$ cat src/rtl/psnfa_pkg.sv
// Package for the next-fit slot allocator.
// Holds the payload structs, mode and command codes and the controller/datapath links.
// Depends on nothing.
package psnfa_pkg;

	localparam int SLOTS     = 16;
	localparam int SLOT_W    = 4;
	localparam int MAX_BURST = 64;
	localparam int BURST_W   = 7;
	localparam int LIVE_W    = 5;
	localparam int FRAME_W   = 16;
	localparam int TOTAL_W   = 32;

	localparam logic [1:0] MODE_EMIT    = 2'd0;
	localparam logic [1:0] MODE_RELEASE = 2'd1;
	localparam logic [1:0] MODE_CLEAR   = 2'd2;
	localparam logic [1:0] MODE_FRAME   = 2'd3;

	localparam int OP_W = 3;
	localparam logic [OP_W-1:0] OP_NONE   = 3'd0;
	localparam logic [OP_W-1:0] OP_STATUS = 3'd1;
	localparam logic [OP_W-1:0] OP_LOAD   = 3'd2;
	localparam logic [OP_W-1:0] OP_GRANT  = 3'd3;
	localparam logic [OP_W-1:0] OP_REJECT = 3'd4;

	typedef struct packed {
		logic [1:0]         mode;
		logic [BURST_W-1:0] burst_count;
		logic [SLOT_W-1:0]  release_index;
	} item_t;

	typedef struct packed {
		logic [SLOT_W-1:0]  slot_index;
		logic               granted;
		logic [BURST_W-1:0] rejected_now;
		logic [FRAME_W-1:0] emitted_in_frame;
		logic [TOTAL_W-1:0] rejected_sum;
		logic [LIVE_W-1:0]  live_count;
		logic               last;
	} result_t;

	typedef struct packed {
		logic [OP_W-1:0] op;
	} cmd_t;

	typedef struct packed {
		logic out_free;
		logic found;
		logic remaining_one;
		logic burst_zero;
	} stat_t;

endpackage

$ cat src/rtl/particle_slot_next_fit_allocator.sv
// Top level of the next-fit slot allocator.
// Joins psnfa_ctrl and psnfa_datapath; uses psnfa_pkg.
//
// Sixteen slots are handed out next-fit from a rotating pointer, one item at a
// time. Release, clear, frame start and an empty burst each give one result. An
// emit burst of n requests is loaded first and then gives one result per grant.
// When the pool runs out, one closing result stands in place of the requests
// still open. The rotating search of the alive vector yields one grant per cycle
// while the output register can take it. Each result sits in an output register,
// and the block waits while that register is full and stalled.
module particle_slot_next_fit_allocator (
	input  logic               clk,
	input  logic               arst_n,
	input  psnfa_pkg::item_t   item,
	input  logic               item_valid,
	output logic               item_stall,
	output psnfa_pkg::result_t result,
	output logic               result_valid,
	input  logic               result_stall
);

	psnfa_pkg::cmd_t  cmd;
	psnfa_pkg::stat_t stat;

	psnfa_ctrl u_ctrl (
		.clk        (clk),
		.arst_n     (arst_n),
		.item_valid (item_valid),
		.item_mode  (item.mode),
		.item_stall (item_stall),
		.stat       (stat),
		.cmd        (cmd)
	);

	psnfa_datapath u_datapath (
		.clk          (clk),
		.arst_n       (arst_n),
		.item         (item),
		.cmd          (cmd),
		.stat         (stat),
		.result       (result),
		.result_valid (result_valid),
		.result_stall (result_stall)
	);

`ifndef SYNTHESIS
	a_live_bound: assert property (@(posedge clk) disable iff (!arst_n)
		result_valid |-> (result.live_count <= psnfa_pkg::LIVE_W'(psnfa_pkg::SLOTS)))
		else $error("Live count exceeds the pool size.");

	a_grant_no_reject: assert property (@(posedge clk) disable iff (!arst_n)
		(result_valid && result.granted) |-> (result.rejected_now == '0))
		else $error("A granted result reports refused requests.");

	a_status_is_last: assert property (@(posedge clk) disable iff (!arst_n)
		(result_valid && !result.granted) |-> result.last)
		else $error("A result without a grant is not the final one of its item.");

	a_no_intake_while_emitting: assert property (@(posedge clk) disable iff (!arst_n)
		(cmd.op == psnfa_pkg::OP_GRANT || cmd.op == psnfa_pkg::OP_REJECT) |-> item_stall)
		else $error("An item was taken while a burst was in progress.");
`endif

endmodule

$ cat src/rtl/psnfa_ctrl.sv
// Controller of the next-fit slot allocator.
// Sequences item intake, grants and the closing result; uses psnfa_pkg.
module psnfa_ctrl (
	input  logic             clk,
	input  logic             arst_n,
	input  logic             item_valid,
	input  logic [1:0]       item_mode,
	output logic             item_stall,
	input  psnfa_pkg::stat_t stat,
	output psnfa_pkg::cmd_t  cmd
);

	localparam logic ST_IDLE = 1'b0;
	localparam logic ST_EMIT = 1'b1;

	logic state_q;
	logic state_d;

	assign item_stall = !((state_q == ST_IDLE) && stat.out_free);

	always_comb begin
		cmd.op  = psnfa_pkg::OP_NONE;
		state_d = state_q;
		unique case (state_q)
			ST_IDLE: begin
				if (item_valid && stat.out_free) begin
					if ((item_mode == psnfa_pkg::MODE_EMIT) && !stat.burst_zero) begin
						cmd.op  = psnfa_pkg::OP_LOAD;
						state_d = ST_EMIT;
					end else begin
						cmd.op = psnfa_pkg::OP_STATUS;
					end
				end
			end
			ST_EMIT: begin
				if (stat.out_free) begin
					if (stat.found) begin
						cmd.op = psnfa_pkg::OP_GRANT;
						if (stat.remaining_one) begin
							state_d = ST_IDLE;
						end
					end else begin
						cmd.op  = psnfa_pkg::OP_REJECT;
						state_d = ST_IDLE;
					end
				end
			end
		endcase
	end

	always_ff @(posedge clk or negedge arst_n) begin
		if (!arst_n) begin
			state_q <= ST_IDLE;
		end else begin
			state_q <= state_d;
		end
	end

endmodule

$ cat src/rtl/psnfa_datapath.sv
// Datapath of the next-fit slot allocator.
// Holds the alive bits, pointer, counters and output register; uses psnfa_pkg.
module psnfa_datapath (
	input  logic               clk,
	input  logic               arst_n,
	input  psnfa_pkg::item_t   item,
	input  psnfa_pkg::cmd_t    cmd,
	output psnfa_pkg::stat_t   stat,
	output psnfa_pkg::result_t result,
	output logic               result_valid,
	input  logic               result_stall
);

	logic [psnfa_pkg::SLOTS-1:0]   alive_q, alive_d;
	logic [psnfa_pkg::SLOT_W-1:0]  next_q, next_d;
	logic [psnfa_pkg::TOTAL_W-1:0] total_q, total_d;
	logic [psnfa_pkg::FRAME_W-1:0] frame_q, frame_d;
	logic [psnfa_pkg::LIVE_W-1:0]  live_q, live_d;
	logic [psnfa_pkg::BURST_W-1:0] remain_q, remain_d;
	logic                          res_valid_q;
	psnfa_pkg::result_t            res_q, res_d;
	logic                          load_res;

	logic [2*psnfa_pkg::SLOTS-1:0] rot_wide;
	logic [psnfa_pkg::SLOTS-1:0]   rot;
	logic [psnfa_pkg::SLOT_W-1:0]  off;
	logic [psnfa_pkg::SLOT_W-1:0]  grant_idx;
	logic [psnfa_pkg::BURST_W-1:0] burst_clamped;
	logic [psnfa_pkg::FRAME_W-1:0] frame_inc;
	logic [psnfa_pkg::TOTAL_W:0]   total_sum;
	logic [psnfa_pkg::TOTAL_W-1:0] total_sat;

	assign rot_wide = {alive_q, alive_q} >> next_q;
	assign rot      = rot_wide[psnfa_pkg::SLOTS-1:0];

	always_comb begin
		off = '0;
		for (int i = psnfa_pkg::SLOTS - 1; i >= 0; i--) begin
			if (!rot[i]) begin
				off = psnfa_pkg::SLOT_W'(i);
			end
		end
	end

	assign grant_idx     = next_q + off;
	assign burst_clamped = (item.burst_count > psnfa_pkg::BURST_W'(psnfa_pkg::MAX_BURST))
		? psnfa_pkg::BURST_W'(psnfa_pkg::MAX_BURST) : item.burst_count;
	assign frame_inc     = (frame_q == '1) ? frame_q : frame_q + psnfa_pkg::FRAME_W'(1);
	assign total_sum     = {1'b0, total_q} + (psnfa_pkg::TOTAL_W + 1)'(remain_q);
	assign total_sat     = total_sum[psnfa_pkg::TOTAL_W] ? '1
		: total_sum[psnfa_pkg::TOTAL_W-1:0];

	assign stat.out_free      = !res_valid_q || !result_stall;
	assign stat.found         = !(&alive_q);
	assign stat.remaining_one = (remain_q == psnfa_pkg::BURST_W'(1));
	assign stat.burst_zero    = (item.burst_count == '0);

	always_comb begin
		alive_d  = alive_q;
		next_d   = next_q;
		total_d  = total_q;
		frame_d  = frame_q;
		live_d   = live_q;
		remain_d = remain_q;
		load_res = 1'b0;
		res_d    = '0;
		unique case (cmd.op)
			psnfa_pkg::OP_STATUS: begin
				load_res   = 1'b1;
				res_d.last = 1'b1;
				unique case (item.mode)
					psnfa_pkg::MODE_RELEASE: begin
						if (alive_q[item.release_index]) begin
							alive_d[item.release_index] = 1'b0;
							live_d = live_q - psnfa_pkg::LIVE_W'(1);
						end
					end
					psnfa_pkg::MODE_CLEAR: begin
						alive_d = '0;
						next_d  = '0;
						frame_d = '0;
						live_d  = '0;
					end
					psnfa_pkg::MODE_FRAME: begin
						frame_d = '0;
					end
					psnfa_pkg::MODE_EMIT: begin
					end
				endcase
			end
			psnfa_pkg::OP_LOAD: begin
				remain_d = burst_clamped;
			end
			psnfa_pkg::OP_GRANT: begin
				alive_d[grant_idx] = 1'b1;
				next_d             = grant_idx + psnfa_pkg::SLOT_W'(1);
				frame_d            = frame_inc;
				live_d             = live_q + psnfa_pkg::LIVE_W'(1);
				remain_d           = remain_q - psnfa_pkg::BURST_W'(1);
				load_res           = 1'b1;
				res_d.slot_index   = grant_idx;
				res_d.granted      = 1'b1;
				res_d.last         = stat.remaining_one;
			end
			psnfa_pkg::OP_REJECT: begin
				total_d            = total_sat;
				load_res           = 1'b1;
				res_d.rejected_now = remain_q;
				res_d.last         = 1'b1;
			end
			default: begin
			end
		endcase
		res_d.emitted_in_frame = frame_d;
		res_d.rejected_sum     = total_d;
		res_d.live_count       = live_d;
	end

	always_ff @(posedge clk or negedge arst_n) begin
		if (!arst_n) begin
			alive_q     <= '0;
			next_q      <= '0;
			total_q     <= '0;
			frame_q     <= '0;
			live_q      <= '0;
			remain_q    <= '0;
			res_valid_q <= 1'b0;
		end else begin
			alive_q  <= alive_d;
			next_q   <= next_d;
			total_q  <= total_d;
			frame_q  <= frame_d;
			live_q   <= live_d;
			remain_q <= remain_d;
			if (load_res) begin
				res_valid_q <= 1'b1;
			end else if (!result_stall) begin
				res_valid_q <= 1'b0;
			end
		end
	end

	always_ff @(posedge clk) begin
		if (load_res) begin
			res_q <= res_d;
		end
	end

	assign result       = res_q;
	assign result_valid = res_valid_q;

endmodule

$ cat config.mk
export PLATFORM = sky130hd
export DESIGN_NAME = particle_slot_next_fit_allocator
export DESIGN_NICKNAME = d
export VERILOG_FILES = /design/src/rtl/psnfa_pkg.sv /design/src/rtl/particle_slot_next_fit_allocator.sv /design/src/rtl/psnfa_ctrl.sv /design/src/rtl/psnfa_datapath.sv
export SDC_FILE = /design/constraint.sdc
export NUM_CORES = 1
export LEC_CHECK = 0
export BUFFER_PORTS_ARGS = -buffer_cell sky130_fd_sc_hd__buf_2
export CELL_PAD_IN_SITES_DETAIL_PLACEMENT = 1
export CELL_PAD_IN_SITES_GLOBAL_PLACEMENT = 2
export CORE_ASPECT_RATIO = 1.2
export CORE_UTILIZATION = 40
export CTS_CLUSTER_DIAMETER = 200
export CTS_CLUSTER_SIZE = 10
export DETAILED_ROUTE_END_ITERATION = 10
export PLACE_DENSITY_LB_ADDON = 0.1
export SYNTH_ARGS = -nofsm -noshare
export SYNTH_HDL_FRONTEND = slang
export SYNTH_SLANG_ARGS = --single-unit
$ cat constraint.sdc
create_clock -name clk -period 7.9 [get_ports clk]
set_input_delay 1.185 -clock clk [delete_from_list [all_inputs] [get_ports clk]]
set_output_delay 1.185 -clock clk [all_outputs]
set_load 0.01 [all_outputs]
# Word level (Yosys, flattened, before mapping)
# Cells that the tools add are included.
# totals
regBits,148
input_bits,17
out_inout_bits,68
elab_cells,118
# op_classes
n_addsub,7
n_lt_le_gt_ge,5
n_eq_ne,13
n_shift,1
muxes,53
bitwise_logic,4
n_reduce_logical,20
# op_table
operator,count
one-hot mux 16 bit (2 select lines),3
2-to-1 mux 4 bit,17
2-to-1 mux 32 bit,2
2-to-1 mux 16 bit,3
adder 32 x 7 -> 33 bit,1
right shift 32 x 4 -> 16 bit,1
one-hot mux 5 bit (2 select lines),2
"adder 16 x 1 -> 16 bit, second input constant",1
AND 16 bit,1
"== test 16 bit, second input constant",1
NOT 16 bit,1
bitwise OR 16 bit,1
AND reduction 16 bit,1
one-hot mux 7 bit (2 select lines),1
2-to-1 mux 1 bit,12
"< comparator 4 x 5 -> 1 bit, second input constant",2
2-to-1 mux 3 bit,3
demux 1 bit (select 4 bit),2
"greater-or-equal comparator 4 x 1 -> 1 bit, second input constant",2
one-hot mux 4 bit (2 select lines),1
"== test 7 x 1 -> 1 bit, second input constant",1
"greater-than comparator 7 bit, second input constant",1
zero test 7 bit,1
2-to-1 mux 7 bit,1
28 further kinds,41

# Depth between registers and ports, before layout
# logic_depth
depth_word,24
depth_mapped,19
mapped_depth_nobuf,15

# Modules after synthesis
# From an unflattened synthesis, not the netlist that was laid out.
# unflattened
cells_unflattened,779
area_unflattened_um2,8266.7
# by_module_without_submodules
module,n_inst,cells_per_inst,area_per_inst_um2,seq_area_each_um2
psnfa_datapath,1,764,8167.8,4008.8
psnfa_ctrl,1,15,98.8,25.0

# Worst setup path after synthesis
# Ideal clock, no wire load.
# synth_path
kind,input to register
from,in item[7] in the netlist's numbering
to,"reg u_datapath.res_q (netlist bit u_datapath.result[0]), enable pin"
setup_ns,0.426
arrival_time_ns,4.129
t_required_ns,7.474
slack_ns,3.346
stages,7
path_buffers,2
path_cell_list,or4_1 > o41ai_2 > a31oi_1 > clkbuf_1 > or2_2 > clkbuf_1 > nand2_1
# synth_via
elab_chain_len,9
elab_cells_between_ends,11
cone_classes,3 x eq/ne; 4 x mux; 4 x reduce/logical
# synth_lines
element,line,text
"start, declared",particle_slot_next_fit_allocator.sv:14,"input psnfa_pkg::item_t item,"
zero test 7 bit *,psnfa_datapath.sv:56,assign stat.burst_zero = (item.burst_count == '0);
zero test 1 bit *,psnfa_ctrl.sv:27,if ((item_mode == psnfa_pkg::MODE_EMIT) && !stat.burst_zero) begin
logical AND 1 bit *,psnfa_ctrl.sv:27,
2-to-1 mux 2 bit *,psnfa_ctrl.sv:27,
2-to-1 mux 3 bit *,psnfa_ctrl.sv:26,if (item_valid && stat.out_free) begin
one-hot mux 3 bit (2 select lines) *,psnfa_ctrl.sv:24,unique case (state_q)
== test 3 x 1 -> 1 bit (tied with other cells),psnfa_datapath.sv:67,unique case (cmd.op)
OR reduction 3 bit (no line) *,-,
2-to-1 mux 1 bit *,psnfa_datapath.sv:67,
via u_datapath.load_res,psnfa_datapath.sv:22,logic load_res;
"end signal, assigned",psnfa_datapath.sv:145,res_q <= res_d;
"end, declared",psnfa_datapath.sv:21,"psnfa_pkg::result_t res_q, res_d;"
# Mark *: on every way through the listed nets, which the timed path passes. The rest lies on a longest branch.
# A chain may end at the register's enable or synchronous reset.

# Worst setup path in the final report
# layout_path
from,reg u_datapath.next_q[0] in the netlist's numbering
to,reg u_datapath.alive_q[10] in the netlist's numbering
# layout_via
elab_chain_len,24
elab_cells_between_ends,25
cone_classes,1 x add/sub; 2 x order compare; 1 x shift; 19 x mux; 1 x bitwise; 1 x reduce/logical
# layout_lines
element,line,text
"start, declared",psnfa_datapath.sv:15,"logic [psnfa_pkg::SLOT_W-1:0] next_q, next_d;"
"start signal, assigned",psnfa_datapath.sv:130,next_q <= next_d;
right shift 32 x 4 -> 16 bit,psnfa_datapath.sv:33,"assign rot_wide = {alive_q, alive_q} >> next_q;"
2-to-1 mux 4 bit (16 in a row),psnfa_datapath.sv:39,if (!rot[i]) begin
adder 4 bit *,psnfa_datapath.sv:45,assign grant_idx = next_q + off;
< comparator 4 x 5 -> 1 bit (not written as such) or greater-or-equal comparator 4 x 1 -> 1 bit (tied branches),psnfa_datapath.sv:95,alive_d[grant_idx] = 1'b1;
logical AND 1 bit (not written as such),psnfa_datapath.sv:95,
2-to-1 mux 1 bit (not written as such),psnfa_datapath.sv:95,
demux 1 bit (select 4 bit) *,-,
bitwise OR 16 bit (no line) *,-,
one-hot mux 16 bit (2 select lines) *,psnfa_datapath.sv:67,
"end signal, assigned",psnfa_datapath.sv:129,alive_q <= alive_d;
"end, declared",psnfa_datapath.sv:14,"logic [psnfa_pkg::SLOTS-1:0] alive_q, alive_d;"
# Mark *: on every way between the ends. The rest lies on a longest branch, timed or not.

==> impl_metrics.csv <==
group,metric,value,unit
outcome,outcome,"complete, no violations",
final_layout,layout-drive-gt1-share,19.8,%
setup_path,cp_max_fo,27,
synthesis,synth_nets,859,
placed_design,routabilityCongestion,0.826,
clock_tree,clockBufferDepth,2,
clock_tree,tritoncts,"built",
sta,worst_slack,3.37,ns
global_route,grt_pass1_wl,39000,um
sta,setup-violations-final,0,
global_route,use_met2,40.7,%
setup_path,cp.arrival,4.87,ns
power,peakVddDrop,0.179,mV
detailed_routing,drt_iter0_markers,282,
synthesis,synth-seq-area-share,47.6,%
run,cap_violations,0,
sta,hold_viol,0,
synthesis,synth_area,8480,um2
final_layout,layout.nets,916,
setup_path,crit_top_cell,"a211oi_1",
floorplan,die-width,135,um
floorplan,start_util,40.6,%
floorplan,die_height,161,um
sta,min_period_over_period,57.4,%
synthesis,synth_top_area_share,24.2,%
final_layout,antennaDiodeCount,0,
global_route,grt.met1_usage,28.1,%
setup_path,max_stage_delay,0.60,ns
placed_design,hpwlAfterDp,17100,um
floorplan,ios,85,
min_path,hold_path.class,"register to register",
setup_path,crit_chain,"buf_4, mux4_2, mux2i_1, nor2_1, a21oi_1, a211oi_1, a211oi_1, nor3_1, o31ai_1, ha_1, inv_1, fa_1, xor2_1, and3_1, nand2_1, o21ai_1",
sta,rsz0062_at_grt,"no",
sta,fmax,0.221,GHz
sta,tightest_slew,0.982,ns
detailed_routing,wl_per_cell,20.8,um
setup_path,crit_required,8.24,ns
sta,skew,0.0153,ns
detailed_routing,antenna_left,0,
synthesis,synth_edf_count,66,
power,power,4500,uW
floorplan,placement_rows,58,
synthesis,synth_area_leaders,"dfrtp_1, edfxtp_1, mux4_2",
global_route,top_usage_layer,"met2",
clock_tree,postCtsSetupBuffers,0,
power,pwr-share-clk,18.6,%
synthesis,ys_ff_latch,148,
sta,whs,0.514,ns
power,switchingPower,1970,uW
global_route,globalRouteTotalUtil,23.1,%
setup_path,cp_slowest_cell,"mux4_2",
synthesis,synth_top_area_cell,"dfrtp_1",
synthesis,yosys_warnings,0,
final_layout,syn_to_final_growth,14.2,%
global_route,grt_pass1_vias,7192,
clock_tree,cts_root_buffer,"clkbuf_16",
power,p_int,2530,uW
synthesis,synth-async-reset-ratio,55.4,%
synthesis,syn_area_per_cell,10.4,um2
detailed_routing,drt_wl_total,24100,um
clock_tree,insertion_delay,0.43,ns
synthesis,yosysUniqueCellTypes,70,
detailed_routing,drc_errors,0,
placed_design,io_buffers,84,
setup_path,critPathKind,"register to register",
clock_tree,h-tree-depth,4,
floorplan,core,20900,um2
global_route,grt-ovfl-total,0,
sta,setup_tns,0,ns
clock_tree,clock-sinks,148,
detailed_routing,routed_via_density,5.92,
global_route,grt_max_degree,67,
clock_tree,hold_buffers,0,
sta,final_max_slew_viol_count,0,
sta,period_minus_slack,4.53,ns
final_layout,utilization,46.3,%
global_route,antenna_found_initial,1,
clock_tree,cts_resized,0,
power,power.density,465,nW/um2
global_route,use_met3,3.20,%
power,power_frac_comb,50.0,%
placed_design,dp_slack,3.39,ns
power,p_seq_share,31.5,%
setup_path,worstSetupEndpointType,"register",
detailed_routing,num_vias,6859,
synthesis,syn_inst,818,
power,p_sw_share,43.8,%
clock_tree,clkTransAtPathRegs,0.06,ns
floorplan,die_area,21800,um2
power,power.leakage,0.00407,uW
final_layout,fillers,2306,
detailed_routing,dr.pass1.iters,7,
synthesis,ys.flop_type,"dfrtp_1",
setup_path,worst_setup_path_start_kind,"register",
clock_tree,cts_buffers,17,
sta,slew-limit-headroom,34.2,%
[state kept, by name, summed over array words and instances, names as in the netlist]
register,cells
u_datapath.frame_q,16
u_datapath.result_valid,1
u_datapath.alive_q,16
u_datapath.total_q,32
u_datapath.next_q,4
u_ctrl.state_q,1
u_datapath.result,66
u_datapath.live_q,5
u_datapath.remain_q,7
[power groups by stage]
stage	Combinational, uW	Sequential [uW]	Clock [uW]
2_1_floorplan	1640	1360	0
3_3_place_gp	2170	1410	0
3_5_place_dp	2260	1420	0
4_1_cts	2270	1410	853
5_1_grt	2470	1450	876
6_report	2250	1420	835
[final timing paths]
kind,cells after the start,slack (ns),start,end
hold / removal,2,0.51,u_datapath.next_q[0],u_datapath.next_q[0]
min in group asynchronous,1,0.64,arst_n,u_datapath.alive_q[5]
setup reg to reg,16,3.37,u_datapath.next_q[0],u_datapath.alive_q[10]
setup / recovery,16,3.37,u_datapath.next_q[0],u_datapath.alive_q[10]
hold reg to reg,2,0.51,u_datapath.next_q[0],u_datapath.next_q[0]
max in group asynchronous,2,6.11,arst_n,u_datapath.frame_q[12]
[critical path: cells and delay by family, from the launching register on]
family	cells	cell delay [ns]
AOI/OAI and AO/OA	5	1.03
buffers and inverters	2	0.41
adders and majority gates	2	0.61
and+or+nand+nor	4	0.70
muxes	2	0.94
DFF	1	0.37
xor gates and xnor gates	1	0.38
[metrics by stage]
stage,area (um2),instances
2_1_floorplan,8480,818
3_3_place_gp,9060,1126
3_5_place_dp,9060,1126
4_1_cts,9680,1158
5_1_grt,9680,1158
6_report,9680,1158
[kinds of logic after synthesis]
logic type                 synth area share (%)
AOI/OAI and AO/OA                          16.0
xor gates and xnor gates                   2.76
adders and majority gates                  3.72
buffers and inverters                      4.26
DFF                                        47.6
muxes                                      9.50
and+or+nand+nor                            16.2
[layer usage]
| metal | up-vias | part of all wire (%) |
|---|---|---|
| met2 | 138 | 53 |
| met4 | 2 | 2.6 |
| met5 | - | 0.054 |
| met3 | 42 | 2.7 |
| met1 | 3494 | 42 |
| li1 | 3183 | - |
[cells in the mapped netlist, types with 20 or more instances]
cell	number
dfrtp_1	82
nand2_1	71
edfxtp_1	66
o21ai_0	58
nor2_1	50
a21oi_1	46
clkbuf_1	41
nand3_1	36
inv_1	29
a31oi_1	28
mux4_2	24
ha_1	22
and3_1	20
nand4_1	20
[cell type report]
cell class              count  area, um2  area share, %
repair buffers             92        483           4.99
flip-flops and latches    148       4030           41.7
clock buffers              22        507           5.24
multi-input cells         585       4090           42.3
clock inverters            10        110           1.14
well taps                 270        338           3.49
inverters                  31        116           1.20
[cells in the final DEF, fill, tap and decap left out, types with 5 or more instances in the layout]
cell       Yosys  final
o21ai_0       58     58
o21ai_1       10     10
inv_1         29     29
a21oi_1       46     46
mux2_2        12     12
mux4_2        24     24
o21a_1        12     12
a31oi_1       28     28
buf_2          4     83
and3_1        20     20
o31ai_1        5      5
nor2_1        50     50
xnor2_1        5      5
or3_1         11     11
ha_1          22     22
nand3_1       36     36
buf_4          2      9
and2_1        11     11
nand2_1       71     70
dfrtp_1       82     82
nor3_1        16     16
o211ai_1       7      7
xor2_1        16     16
edfxtp_1      66     66
a31o_2         7      7
nor2b_1        8      8
nand4_1       20     20
clkbuf_16      0     19
nand2b_1       7      7
nor4_1         7      7
mux2i_1       13     13
Power figures use the tool's default switching activity.
